--- config.mk ---
export PLATFORM = sky130hd
export DESIGN_NAME = display_command_decoder
export DESIGN_NICKNAME = d
export VERILOG_FILES = /design/src/hw/rtl/dcd_pkg.sv /design/src/hw/rtl/display_command_decoder.sv /design/src/hw/rtl/dcd_ctrl.sv /design/src/hw/rtl/dcd_datapath.sv
export SDC_FILE = /design/constraint.sdc
export NUM_CORES = 1
export LEC_CHECK = 0
export BUFFER_PORTS_ARGS = -buffer_cell sky130_fd_sc_hd__clkbuf_2
export CAP_MARGIN = 20
export CORE_ASPECT_RATIO = 0.6
export CORE_MARGIN = 2
export CORE_UTILIZATION = 61
export DETAILED_ROUTE_END_ITERATION = 10
export PLACE_DENSITY = 0.84
export SKIP_CTS_REPAIR_TIMING = 1
export SLEW_MARGIN = 15
export SYNTH_ARGS = -nofsm -noshare
export SYNTH_HDL_FRONTEND = slang
export SYNTH_HIERARCHICAL = 1
export SYNTH_SLANG_ARGS = --single-unit
--- constraint.sdc ---
create_clock -name clk -period 6.25 [get_ports clk]
set_clock_uncertainty 0.1 [all_clocks]
set_input_delay 0.625 -clock clk [delete_from_list [all_inputs] [get_ports clk]]
set_output_delay 0.625 -clock clk [all_outputs]
set_load 0.03 [all_outputs]
--- src/hw/rtl/dcd_pkg.sv ---
`timescale 1ns / 1ps

package dcd_pkg;

  // command word layout and fixed values
  localparam logic [8:0]  ESC_DELTA    = 9'd511;
  localparam logic [19:0] PERIOD_MIN   = 20'd1024;
  localparam logic [19:0] PERIOD_RESET = 20'd33333;

  // long division: quotient bits produced one per cycle
  localparam int DIV_STEPS = 23;
  localparam int CNT_W     = 5;

  typedef enum logic [1:0] {
    S_IDLE,
    S_CHECK,
    S_DIV,
    S_FIX
  } dcd_state_t;

  // controller to datapath
  typedef struct packed {
    logic take;      // absorb the accepted command word
    logic fast_done; // finish with at most one frame crossed
    logic div_init;  // start the long division
    logic div_step;  // one quotient bit
    logic div_done;  // finish from the division result
  } dcd_cmd_t;

  // datapath to controller
  typedef struct packed {
    logic fast; // accumulator within two frame periods
  } dcd_sts_t;

endpackage

--- src/hw/rtl/display_command_decoder.sv ---
`timescale 1ns / 1ps

// Point-display command decoder.
// Input channel: one 32-bit command word per transfer (in_valid / in_stall).
// Result channel: one result per command word (out_valid / out_stall) with the
// decoded point, its time stamp, frames crossed and the time left in the frame.
// Configuration: cfg_valid / cfg_ready write the 20-bit frame period; values
// below 1024 are held as 1024. Write only while no word is in flight.
// When the accumulator crosses at most one frame, the result is loaded from the
// check state; otherwise a restoring divider runs one quotient bit per cycle
// for the 23-bit frame count, and the fix state loads the result.
// One word is worked on at a time; the next is taken only once it is finished.
// The result sits in an output register; the block takes the next word while
// it waits. A stalled result holds, and the block finishes no further word
// until the output register is free, holding in_stall high meanwhile.
// Reset: synchronous, active low; clears the escape flag and time accumulator,
// sets the frame period to 33333 and empties the output register.

module display_command_decoder import dcd_pkg::*; (
  input  logic        clk,
  input  logic        rst_n,
  input  logic        in_valid,
  output logic        in_stall,
  input  logic [31:0] in_command_word,
  output logic        out_valid,
  input  logic        out_stall,
  output logic        out_point_valid,
  output logic [9:0]  out_point_x,
  output logic [9:0]  out_point_y,
  output logic [2:0]  out_point_intensity,
  output logic [32:0] out_point_time,
  output logic [22:0] out_frames_crossed,
  output logic [19:0] out_time_remaining,
  output logic        out_escape_pending,
  input  logic        cfg_valid,
  output logic        cfg_ready,
  input  logic [19:0] cfg_data
);

  dcd_cmd_t cmd;
  dcd_sts_t sts;
  logic     cfg_wr;

  assign cfg_wr = cfg_valid && cfg_ready;

  // sequencer
  dcd_ctrl u_ctrl (
    .clk       (clk),
    .rst_n     (rst_n),
    .in_valid  (in_valid),
    .in_stall  (in_stall),
    .out_valid (out_valid),
    .out_stall (out_stall),
    .cfg_ready (cfg_ready),
    .sts       (sts),
    .cmd       (cmd)
  );

  // decode, accumulator and divider
  dcd_datapath u_datapath (
    .clk                 (clk),
    .rst_n               (rst_n),
    .cmd                 (cmd),
    .sts                 (sts),
    .in_command_word     (in_command_word),
    .cfg_wr              (cfg_wr),
    .cfg_data            (cfg_data),
    .out_point_valid     (out_point_valid),
    .out_point_x         (out_point_x),
    .out_point_y         (out_point_y),
    .out_point_intensity (out_point_intensity),
    .out_point_time      (out_point_time),
    .out_frames_crossed  (out_frames_crossed),
    .out_time_remaining  (out_time_remaining),
    .out_escape_pending  (out_escape_pending)
  );

endmodule

--- src/hw/rtl/dcd_ctrl.sv ---
`timescale 1ns / 1ps

module dcd_ctrl import dcd_pkg::*; (
  input  logic     clk,
  input  logic     rst_n,
  input  logic     in_valid,
  output logic     in_stall,
  output logic     out_valid,
  input  logic     out_stall,
  output logic     cfg_ready,
  input  dcd_sts_t sts,
  output dcd_cmd_t cmd
);

  dcd_state_t       state_r, state_nxt;
  logic [CNT_W-1:0] cnt_r, cnt_nxt;
  logic             out_valid_r, out_valid_nxt;
  logic             out_free;
  logic             cnt_last;

  assign out_free = !out_valid_r || !out_stall;
  assign cnt_last = (cnt_r == CNT_W'(DIV_STEPS - 1));

  // next state
  always_comb begin
    state_nxt = state_r;
    cnt_nxt   = cnt_r;
    case (state_r)
      S_IDLE: begin
        if (in_valid) state_nxt = S_CHECK;
      end
      S_CHECK: begin
        if (!sts.fast) begin
          state_nxt = S_DIV;
          cnt_nxt   = '0;
        end else if (out_free) begin
          state_nxt = S_IDLE;
        end
      end
      S_DIV: begin
        cnt_nxt = cnt_r + CNT_W'(1);
        if (cnt_last) state_nxt = S_FIX;
      end
      S_FIX: begin
        if (out_free) state_nxt = S_IDLE;
      end
      default: state_nxt = S_IDLE;
    endcase
  end

  // outputs and datapath commands
  always_comb begin
    cmd           = '0;
    out_valid_nxt = out_valid_r && out_stall;
    case (state_r)
      S_IDLE: begin
        cmd.take = in_valid;
      end
      S_CHECK: begin
        cmd.div_init  = !sts.fast;
        cmd.fast_done = sts.fast && out_free;
      end
      S_DIV: begin
        cmd.div_step = 1'b1;
      end
      S_FIX: begin
        cmd.div_done = out_free;
      end
      default: cmd = '0;
    endcase
    if (cmd.fast_done || cmd.div_done) out_valid_nxt = 1'b1;
  end

  always_ff @(posedge clk) begin
    if (!rst_n) begin
      state_r     <= S_IDLE;
      cnt_r       <= '0;
      out_valid_r <= 1'b0;
    end else begin
      state_r     <= state_nxt;
      cnt_r       <= cnt_nxt;
      out_valid_r <= out_valid_nxt;
    end
  end

  assign in_stall  = (state_r != S_IDLE);
  assign out_valid = out_valid_r;
  assign cfg_ready = (state_r == S_IDLE);

  // a stalled result stays offered
  a_out_hold: assert property (@(posedge clk) disable iff (!rst_n)
    out_valid_r && out_stall |=> out_valid_r)
    else $error("result dropped while stalled");

  // an accepted word always goes on to the check state
  a_take_check: assert property (@(posedge clk) disable iff (!rst_n)
    state_r == S_IDLE && in_valid |=> state_r == S_CHECK)
    else $error("accepted word not processed");

  // division counter stays within the quotient width
  a_cnt_range: assert property (@(posedge clk) disable iff (!rst_n)
    state_r == S_DIV |-> cnt_r < CNT_W'(DIV_STEPS))
    else $error("division counter overrun");

  // a result is never loaded over one still waiting
  a_no_overwrite: assert property (@(posedge clk) disable iff (!rst_n)
    out_valid_r && out_stall |-> !(cmd.fast_done || cmd.div_done))
    else $error("result overwritten");

endmodule

--- src/hw/rtl/dcd_datapath.sv ---
`timescale 1ns / 1ps

module dcd_datapath import dcd_pkg::*; (
  input  logic        clk,
  input  logic        rst_n,
  input  dcd_cmd_t    cmd,
  output dcd_sts_t    sts,
  input  logic [31:0] in_command_word,
  input  logic        cfg_wr,
  input  logic [19:0] cfg_data,
  output logic        out_point_valid,
  output logic [9:0]  out_point_x,
  output logic [9:0]  out_point_y,
  output logic [2:0]  out_point_intensity,
  output logic [32:0] out_point_time,
  output logic [22:0] out_frames_crossed,
  output logic [19:0] out_time_remaining,
  output logic        out_escape_pending
);

  // control state
  logic [19:0] period_r, period_nxt;
  logic        esc_r, esc_nxt;
  logic [32:0] acc_r, acc_nxt;

  // staged point fields
  logic        pv_r, pv_nxt;
  logic [9:0]  px_r, px_nxt;
  logic [9:0]  py_r, py_nxt;
  logic [2:0]  pi_r, pi_nxt;
  logic [32:0] pt_r, pt_nxt;

  // divider
  logic [19:0] rem_r, rem_nxt;
  logic [22:0] dvd_r, dvd_nxt;
  logic [22:0] quo_r, quo_nxt;

  // output register
  logic        o_pv_r, o_esc_r;
  logic [9:0]  o_px_r, o_py_r;
  logic [2:0]  o_pi_r;
  logic [32:0] o_pt_r;
  logic [22:0] o_fc_r, o_fc_nxt;
  logic [19:0] o_tr_r, o_tr_nxt;
  logic        o_load;

  logic [8:0]  delta;
  logic [9:0]  word_x, word_y;
  logic [32:0] acc_long, acc_short, acc_m1;
  logic        gt1, gt2;
  logic [32:0] acc_sub;
  logic [20:0] trial;
  logic        trial_ge;
  logic [20:0] rem_inc;

  assign delta  = in_command_word[31:23];
  assign word_x = in_command_word[9:0];
  assign word_y = in_command_word[19:10];

  assign acc_long  = acc_r + {1'b0, in_command_word};
  assign acc_short = acc_r + {24'd0, delta};
  assign acc_m1    = acc_r - 33'd1;

  // frame checks against one and two periods
  assign gt1     = acc_r > {13'd0, period_r};
  assign gt2     = acc_r > {12'd0, period_r, 1'b0};
  assign acc_sub = acc_r - {13'd0, period_r};
  assign sts.fast = !gt2;

  // restoring division step
  assign trial    = {rem_r, dvd_r[22]};
  assign trial_ge = trial >= {1'b0, period_r};
  assign rem_inc  = {1'b0, rem_r} + 21'd1;

  // word decode and accumulator update
  always_comb begin
    esc_nxt    = esc_r;
    acc_nxt    = acc_r;
    pv_nxt     = pv_r;
    px_nxt     = px_r;
    py_nxt     = py_r;
    pi_nxt     = pi_r;
    pt_nxt     = pt_r;
    rem_nxt    = rem_r;
    dvd_nxt    = dvd_r;
    quo_nxt    = quo_r;
    o_fc_nxt   = '0;
    o_tr_nxt   = acc_r[19:0];
    o_load     = 1'b0;
    period_nxt = period_r;

    if (cfg_wr) begin
      period_nxt = (cfg_data < PERIOD_MIN) ? PERIOD_MIN : cfg_data;
    end

    if (cmd.take) begin
      pv_nxt = 1'b0;
      px_nxt = '0;
      py_nxt = '0;
      pi_nxt = '0;
      pt_nxt = '0;
      if (esc_r) begin
        esc_nxt = 1'b0;
        acc_nxt = acc_long;
      end else if (delta == ESC_DELTA) begin
        esc_nxt = 1'b1;
      end else begin
        acc_nxt = acc_short;
        if (word_x != '0 || word_y != '0) begin
          pv_nxt = 1'b1;
          px_nxt = word_x;
          py_nxt = word_y;
          pi_nxt = in_command_word[22:20];
          pt_nxt = acc_short;
        end
      end
    end

    // zero or one frame crossed
    if (cmd.fast_done) begin
      o_load = 1'b1;
      if (gt1) begin
        o_fc_nxt = 23'd1;
        acc_nxt  = acc_sub;
      end
    end

    // divide acc - 1 by the period; top bits already below the period
    if (cmd.div_init) begin
      rem_nxt = {10'd0, acc_m1[32:23]};
      dvd_nxt = acc_m1[22:0];
      quo_nxt = '0;
    end

    if (cmd.div_step) begin
      dvd_nxt = {dvd_r[21:0], 1'b0};
      quo_nxt = {quo_r[21:0], trial_ge};
      rem_nxt = trial_ge ? 20'(trial - {1'b0, period_r}) : trial[19:0];
    end

    // remainder of acc - 1, plus one, is what is left
    if (cmd.div_done) begin
      o_load   = 1'b1;
      o_fc_nxt = quo_r;
      acc_nxt  = {12'd0, rem_inc};
    end

    if (o_load) o_tr_nxt = acc_nxt[19:0];
  end

  // control registers
  always_ff @(posedge clk) begin
    if (!rst_n) begin
      period_r <= PERIOD_RESET;
      esc_r    <= 1'b0;
      acc_r    <= '0;
    end else begin
      period_r <= period_nxt;
      esc_r    <= esc_nxt;
      acc_r    <= acc_nxt;
    end
  end

  // payload registers
  always_ff @(posedge clk) begin
    pv_r  <= pv_nxt;
    px_r  <= px_nxt;
    py_r  <= py_nxt;
    pi_r  <= pi_nxt;
    pt_r  <= pt_nxt;
    rem_r <= rem_nxt;
    dvd_r <= dvd_nxt;
    quo_r <= quo_nxt;
    if (o_load) begin
      o_pv_r  <= pv_r;
      o_px_r  <= px_r;
      o_py_r  <= py_r;
      o_pi_r  <= pi_r;
      o_pt_r  <= pt_r;
      o_fc_r  <= o_fc_nxt;
      o_tr_r  <= o_tr_nxt;
      o_esc_r <= esc_r;
    end
  end

  assign out_point_valid     = o_pv_r;
  assign out_point_x         = o_px_r;
  assign out_point_y         = o_py_r;
  assign out_point_intensity = o_pi_r;
  assign out_point_time      = o_pt_r;
  assign out_frames_crossed  = o_fc_r;
  assign out_time_remaining  = o_tr_r;
  assign out_escape_pending  = o_esc_r;

  // stored period never falls below the minimum
  a_period_min: assert property (@(posedge clk) disable iff (!rst_n)
    period_r >= PERIOD_MIN)
    else $error("frame period below minimum");

  // after a finished word the accumulator is within one period
  a_acc_bound: assert property (@(posedge clk) disable iff (!rst_n)
    o_load |=> acc_r <= {13'd0, period_r})
    else $error("accumulator above frame period");

  // division remainder always below the period
  a_rem_bound: assert property (@(posedge clk) disable iff (!rst_n)
    cmd.div_step |=> rem_r < period_r)
    else $error("division remainder out of range");

endmodule
# Word-level counts from Yosys, hierarchy flattened
# Index checks and enable logic that the tools add are counted.
dict set report word_totals {
  reg_bits 286
  inputBits 57
}
dict set report op_classes {
  add_sub_neg 7
  n_lt_le_gt_ge 4
  eq_ne 8
  mux 34
  bitwise 2
  reduce_logical 20
}
# cell count
set ops {}
lappend ops {{33-bit 2-to-1 mux} 5}
lappend ops {{23-bit 2-to-1 mux} 6}
lappend ops {{20-bit 2-to-1 mux} 4}
lappend ops {{33-bit by 32-bit adder with 33-bit output} 1}
lappend ops {{33-bit by 9-bit adder with 33-bit output} 1}
lappend ops {{33-bit by 20-bit > comparator with 1-bit output} 1}
lappend ops {{33-bit by 21-bit > comparator with 1-bit output} 1}
lappend ops {{33-bit by 1-bit subtractor with 33-bit output (second input constant)} 1}
lappend ops {{33-bit by 20-bit subtractor with 33-bit output} 1}
lappend ops {{20-bit by 1-bit adder with 21-bit output (second input constant)} 1}
lappend ops {{21-bit by 20-bit greater-or-equal comparator with 1-bit output} 1}
lappend ops {{21-bit 2-to-1 mux} 1}
lappend ops {{20-bit by 11-bit < comparator with 1-bit output (second input constant)} 1}
lappend ops {{10-bit nonzero test} 2}
lappend ops {{20-bit subtractor} 1}
lappend ops {{1-bit 2-to-1 mux} 10}
lappend ops {{2-bit 2-to-1 mux} 5}
lappend ops {{5-bit case mux with 2 select lines} 1}
lappend ops {{9-bit equality test (second input constant)} 1}
lappend ops {{2-bit case mux with 4 select lines} 1}
lappend ops {{2-bit nonzero test} 3}
lappend ops {{5-bit by 1-bit adder with 5-bit output (second input constant)} 1}
lappend ops {{5-bit equality test (second input constant)} 1}
lappend ops {{5-bit 2-to-1 mux} 1}
lappend ops {{12 further kinds} 23}

# Depth between registers and ports, before layout
# Gate-level depths: netlist (run 1).
dict set report logic_depth {
  depth_word 7
  depth_mapped 21
}

# By module
# Netlist (run 1), hierarchy kept.
# mod n_inst cells_per_inst area_each_um2 seq_area_each_um2
set by_module_without_submodules {}
lappend by_module_without_submodules {dcd_datapath 1 1754 17241.5 7797.5}
lappend by_module_without_submodules {dcd_ctrl 1 52 447.9 160.2}
lappend by_module_without_submodules {display_command_decoder 1 1 6.3 0.0}

# Worst setup path after synthesis (run 1)
# Ideal clock, no wire load.
dict set report synth_path {
  kind {reg2reg}
  start {reg u_datapath.period_r[1]}
  end {reg u_datapath.o_esc_r, in the netlist u_datapath/out_escape_pending, enable pin}
  setup_time_ns 0.417
  arrival_ns 3.842
  required_time_ns 5.733
  slack_ns 1.891
  stages_incl_launch_ff 15
  n_path_buf 0
  path_cell_list {dfxtp_1 inv_1 ha_1 nor2b_1 o21a_1 o21a_1 o21a_1 o21a_1 o21ai_0 a21oi_1 o41a_1 a31oi_1 inv_1 nor3_1 or2_2}
}
# item line
set synth_rtl {}
lappend synth_rtl {{start, declared} dcd_datapath.sv:22} ;# logic [19:0] period_r, period_nxt;
lappend synth_rtl {{start signal, assigned} dcd_datapath.sv:158} ;# period_r <= period_nxt;
lappend synth_rtl {{end signal, assigned} dcd_datapath.sv:182} ;# o_esc_r <= esc_r;
lappend synth_rtl {{end, declared} dcd_datapath.sv:39} ;# logic o_pv_r, o_esc_r;

==> impl_metrics.ini, run 1 <==
[clock_network]
insertion_delay_ps = 580
path_clk_slew_ps = 60
cts_buffers = 28
cts_buffer_depth = 3
cts_root_buf = clkbuf_16
clock_sinks = 286
cts_tree = built
cts-htree-levels = 1

[power_and_ir_drop]
p_leak_uw = 0.00786
switching_share_pct = 48.3
p_int_uw = 6520
power_frac_clock_pct = 13.6
switchingPower_uw = 6090
ir_drop_mv = 0.747
power.density_nw_per_um2 = 639
seq_power_share_pct = 30.7
comb_power_share_pct = 55.6
power_uw = 12600

[synth]
yosys_warnings = 6
synth_area_per_cell_um2 = 9.79
synth_compound_area_share_pct = 16.8
synth_cell_type_count = 86
synth.area.mux_share_pct = 1.73
synthFlopType = edfxtp_1
synth_xor_xnor_area_share_pct = 6.14
synthAdderAreaFrac_pct = 7.88
synth_top_family_by_area = simple AND/OR/NAND/NOR gates
synth-simple-area-share_pct = 19.4
post-synth-top-area-cell = edfxtp_1
yosysSeqAreaShare_pct = 45.0
async_reset_ff_share_pct = 0
synth_edf_count = 223
synthCells = 1807
synth_nets = 1973
synth_area_um2 = 17700
synth_seq_cells = 286
yosysTopAreaCellShare_pct = 37.8
synth.area.top_cells = edfxtp_1 (38%), ha_1 (7.4%), dfxtp_1 (7.1%)

[sta]
finalSetupViolations = 0
rsz0062_at_grt = false
fmax_mhz = 194
fin_ws_ps = 1090
hold_viol_final = 0
post-route-min-period_ps = 5160
tns_ps = 0
report.final.slew_viol_count = 0
fin_crit_sh_pct = 82.6
worst_pin_slew_ps = 1060
max-slew-margin-rel_pct = 29.3

[job]
cap_violations = 0

[cells_and_area]
fill_cells = 2202
stdcell_count = 2328
fin_area_um2 = 19700
multiInputGateArea_um2 = 9200
regArea_um2 = 7960
drive_gt1_share_pct = 13.4
layout.nets = 2097
area_delta_synth_final_pct = 11.5
final_cell_mix = edfxtp_1 (223), clkbuf_2 (160), nor2_1 (157), nand2_1 (132), o21ai_0 (111)
n_antenna_cell = 0
final_common_cell = edfxtp_1

[global_route]
grt_usage_pct = 37.4
grt_max_degree = 87
antenna_found_initial = 1
grt_overflow = 0
grt_pass1_wl_mm = 86.1
grt_pass1_vias = 14100

[run_status]
status = finished, final reports clean

[worst_setup_path]
slowest_stage = a31oi_1
cp-start-kind = register
cp_data_required_time_ps = 6470
r2r_slack_ps = 1090
crit_type = register to register
cp.depth = 20
cp_max_fo = 19
cp_top_family = compound AO/OA/AOI/OAI gates
crit_buf_inv = 3
cp-endpoint = u_datapath/out_time_remaining[8]$_DFFE_PP_
max_stage_delay_ps = 480
r2r_cells = 20
rr_startpoint = u_datapath/period_r[1]$_SDFFE_PN0P_
crit_top_cell = o21a_1
worstReg2RegEnd = u_datapath/out_time_remaining[8]$_DFFE_PP_
cp.arrival_ps = 5390
worstPathCellList = inv_1 > ha_1 > nor2b_1 > o21a_1 > o21a_1 > o21a_1 > o21a_1 > o21ai_0 > a21oi_1 > o41a_1 > a31oi_1 > inv_1 > nor3_1 > o41ai_1 > nand4b_1 > nand2_1 > buf_4 > a211o_1 > o211ai_1 > and2_1
cp-end-kind = register
crit_start = u_datapath/period_r[1]$_SDFFE_PN0P_

[routing]
wl_per_cell_um = 24.7
avgViaCountPerCell = 6.72
ant_nets = 0
firstDrtPassIters = 6
dr_total_vias = 15600
drc = 0
drt-initial-drc-count = 2242
totalWireLength_mm = 57.6

[die]
boundaryPins = 161
die_y_um = 136
coreArea_um2 = 28600
initial_utilization_pct = 61.8
dieArea_um2 = 30400
rows = 48
die_x_um = 224

[placed_design]
numPortBuffers = 160
postPlaceCellArea_um2 = 18800
place_ws_ps = 1310
gp_congestion = 1.07
place_inst = 2276
hpwl_mm = 42.9

[worst_hold_path]
holdCritPathClass = primary input to register
min_path_cells = 2
-- routing by layer --
layer / track usage, % / routed length (µm) / vias up
li1: - / - / 6947
met1: 55.2 / 24400 / 7397
met2: 52.5 / 23000 / 1145
met3: 11.0 / 8210 / 153
met4: 11.8 / 1990 / 4
met5: 0 / 36 / -
-- sequential cells by signal (all words and copies together) (netlist names), 20 cells and up --
name and cells:
u_datapath/out_point_time 33, u_datapath/quo_r 23, u_datapath/rem_r 20, u_datapath/out_time_remaining 20
u_datapath/acc_r 33, u_datapath/pt_r 33, u_datapath/dvd_r 23, u_datapath/out_frames_crossed 23
u_datapath/period_r 20
-- cells by family (layout without fill, tap and decap cells) --
| family | Yosys count | count (layout) |
|---|---|---|
| xor+xnor | 124 | 124 |
| fa+ha+maj | 109 | 109 |
| simple gates | 659 | 659 |
| compound gates | 456 | 456 |
| mux | 30 | 30 |
| buf+inv | 143 | 289 |
| flops | 286 | 286 |
-- stage by stage --
| stage | hold WS (ps) | utilization, % |
|---|---|---|
| after floorplan | 300 | - |
| after global placement | 301 | 65.7 |
| after detailed placement | 305 | 65.7 |
| after CTS | 171 | 68.9 |
| after global routing | 186 | 68.9 |
| final | 183 | 68.9 |
-- layout make-up --
| type | instances | area share [%] |
|---|---|---|
| Clock buffer | 36 | 3.70 |
| Multi-Input combinational cell | 1378 | 46.6 |
| Sequential cell | 286 | 40.3 |
| Timing Repair Buffer | 181 | 4.98 |
| Tap cell | 375 | 2.38 |
| Inverter | 56 | 1.07 |
| Clock inverter | 16 | 0.907 |
-- synthesized netlist by cell type, drive strengths merged, types with 24 or more instances --
cell type / n
a211oi: 24
a21o: 38
a21oi: 103
a31oi: 26
and2: 98
and3: 32
clkbuf: 78
dfxtp: 63
edfxtp: 223
ha: 105
inv: 55
mux2i: 25
nand2: 132
nand3: 46
nand4: 24
nor2: 159
nor2b: 24
nor3: 36
o21ai: 116
xnor2: 78
xor2: 46
-- worst min-delay path by stage --
stage,slack (ps),start,to
final,180,cfg_data[4],u_datapath/period_r[4]$_SDFFE_PN1P_
after global routing,190,cfg_data[5],u_datapath/period_r[5]$_SDFFE_PN1P_
after CTS,170,cfg_data[5],u_datapath/period_r[5]$_SDFFE_PN1P_
after detailed placement,300,u_datapath/pt_r[10]$_SDFFCE_PP0P_,u_datapath/out_point_time[10]$_DFFE_PP_
after global placement,300,u_datapath/pt_r[26]$_SDFFCE_PP0P_,u_datapath/out_point_time[26]$_DFFE_PP_
after floorplan,300,u_datapath/pi_r[0]$_SDFFCE_PP0P_,u_datapath/out_point_intensity[0]$_DFFE_PP_
-- power by group through the flow --
| stage | combinational [µW] | clock, µW | sequential [µW] |
|---|---|---|---|
| after floorplan | 4400 | 0 | 4030 |
| after global placement | 6580 | 0 | 3830 |
| after detailed placement | 6720 | 0 | 3860 |
| after CTS | 6760 | 1740 | 3830 |
| after global routing | 7490 | 1800 | 3910 |
| final | 7010 | 1720 | 3870 |
Power figures use the tool's default switching activity.
==> inputs of run 2 (changes only) <==
Clock period 6.25 ns to 5.2 ns, I/O delays scaled along.
==> impl_metrics.ini, run 2 (synthesized netlist as in run 1, its figures left out) <==
[sta]
fin_crit_sh_pct = 92.0
report.final.slew_viol_count = 0
worst_pin_slew_ps = 950
fmax_mhz = 209
post-route-min-period_ps = 4780
max-slew-margin-rel_pct = 36.2
rsz0062_at_grt = false
fin_ws_ps = 417
hold_viol_final = 0
tns_ps = 0
finalSetupViolations = 0
holdWs_ps = 82.6

[placed_design]
postPlaceCellArea_um2 = 19100
place_inst = 2310
hpwl_mm = 43.7
gp_congestion = 1.05
numPortBuffers = 160
place_ws_ps = 465

[worst_setup_path]
cp.arrival_ps = 5150
cp-end-kind = register
cp_max_fo = 16
cp-start-kind = register
rr_startpoint = u_datapath/period_r[1]$_SDFFE_PN0P_
r2r_slack_ps = 420
slowest_stage = dfxtp_1
r2r_cells = 20
worstReg2RegEnd = u_datapath/acc_r[16]$_SDFF_PN0_
max_stage_delay_ps = 440
worstPathCellList = inv_1 > ha_1 > nor2b_1 > o21a_1 > o21a_1 > o21a_1 > o21a_1 > o21ai_0 > a21oi_1 > o41a_1 > a31oi_1 > inv_1 > nor3_2 > o41ai_1 > nand4b_1 > and2_1 > buf_8 > o41ai_1 > a211oi_1 > and2_1
crit_type = register to register
cp_data_required_time_ps = 5570
crit_top_cell = o21a_1

[die]
boundaryPins = 161
die_x_um = 224
rows = 48
coreArea_um2 = 28600
dieArea_um2 = 30400
die_y_um = 136
initial_utilization_pct = 61.8

[cells_and_area]
fill_cells = 2261
final_common_cell = edfxtp_1
layout.nets = 2131
area_delta_synth_final_pct = 12.9
multiInputGateArea_um2 = 9200
drive_gt1_share_pct = 14.9
stdcell_count = 2363
final_cell_mix = edfxtp_1 (223), clkbuf_2 (160), nor2_1 (157), nand2_1 (132), o21ai_0 (111)
regArea_um2 = 7960
fin_area_um2 = 20000

[routing]
ant_nets = 0
drt-initial-drc-count = 2033
firstDrtPassIters = 6
avgViaCountPerCell = 6.62
wl_per_cell_um = 24.1
dr_total_vias = 15600
drc = 0
totalWireLength_mm = 56.9

[job]
cap_violations = 0

[clock_network]
cts_root_buf = clkbuf_16
cts_buffer_depth = 3
cts_buffers = 28
cts_tree = built
clock_sinks = 286
path_clk_slew_ps = 70
insertion_delay_ps = 580
cts-htree-levels = 1

[power_and_ir_drop]
power.density_nw_per_um2 = 766
p_leak_uw = 0.00805
ir_drop_mv = 0.420

[global_route]
grt_max_degree = 64
antenna_found_initial = 2
grt_pass1_wl_mm = 84.9
grt_overflow = 0
grt_pass1_vias = 14400
grt_usage_pct = 36.8

[run_status]
status = finished, final reports clean

[worst_hold_path]
holdPathEnd = u_datapath/period_r[9]$_SDFFE_PN1P_
min_path_cells = 2
hp-start = cfg_data[9]
holdCritPathClass = primary input to register
## run 2: critical path, delay by kind of cell, from the launching register on
family,cells,cell delay (ps)
compound gates,11,2070
fa+ha+maj,1,330
buf+inv,3,500
flops,1,440
simple gates,5,1260
## run 2: how the worst max path moves through the flow
stage                     slack (ps)                                 endpoint                           startpoint  depth (start not counted)
after floorplan                  840  u_datapath/out_escape_pending$_DFFE_PP_  u_datapath/period_r[1]$_SDFFE_PN0P_                         14
final                            420          u_datapath/acc_r[16]$_SDFF_PN0_  u_datapath/period_r[1]$_SDFFE_PN0P_                         20
after global routing             160          u_datapath/acc_r[16]$_SDFF_PN0_  u_datapath/period_r[1]$_SDFFE_PN0P_                         20
after global placement           530          u_datapath/acc_r[16]$_SDFF_PN0_  u_datapath/period_r[1]$_SDFFE_PN0P_                         19
after CTS                        380          u_datapath/acc_r[16]$_SDFF_PN0_  u_datapath/period_r[1]$_SDFFE_PN0P_                         20
after detailed placement         470          u_datapath/acc_r[16]$_SDFF_PN0_  u_datapath/period_r[1]$_SDFFE_PN0P_                         20
## run 2: final cells by class
type	instances	area share, %
Multi-Input combinational cell	1378	46.1
Sequential cell	286	39.8
Timing Repair Buffer	215	6.29
Clock buffer	42	4.02
Tap cell	375	2.35
Inverter	56	1.06
Clock inverter	10	0.370
Antenna cell	1	0.0125
## run 2: through the flow
step,power [µW],utilization (%)
after floorplan,10100,-
after global placement,12800,66.6
after detailed placement,12900,66.6
after CTS,15000,69.7
after global routing,16000,69.7
final,15300,69.7
## run 2: routing by layer
layer	GRT usage (%)	vias up	part of all wire, %
met5	0	-	0
met4	14.4	0	4.3
met3	10.9	164	14
met2	51.4	1048	40
met1	53.5	7429	41
li1	-	6992	-
## run 2: where the power goes
| part | internal (µW) | leakage, µW | switching (µW) | total [µW] |
|---|---|---|---|---|
| registers | 3780 | 0.00262 | 522 | 4300 |
| clock network | 1070 | 0.000430 | 894 | 1970 |
| logic | 3090 | 0.00500 | 5940 | 9040 |
| total | 7950 | 0.00805 | 7360 | 15300 |
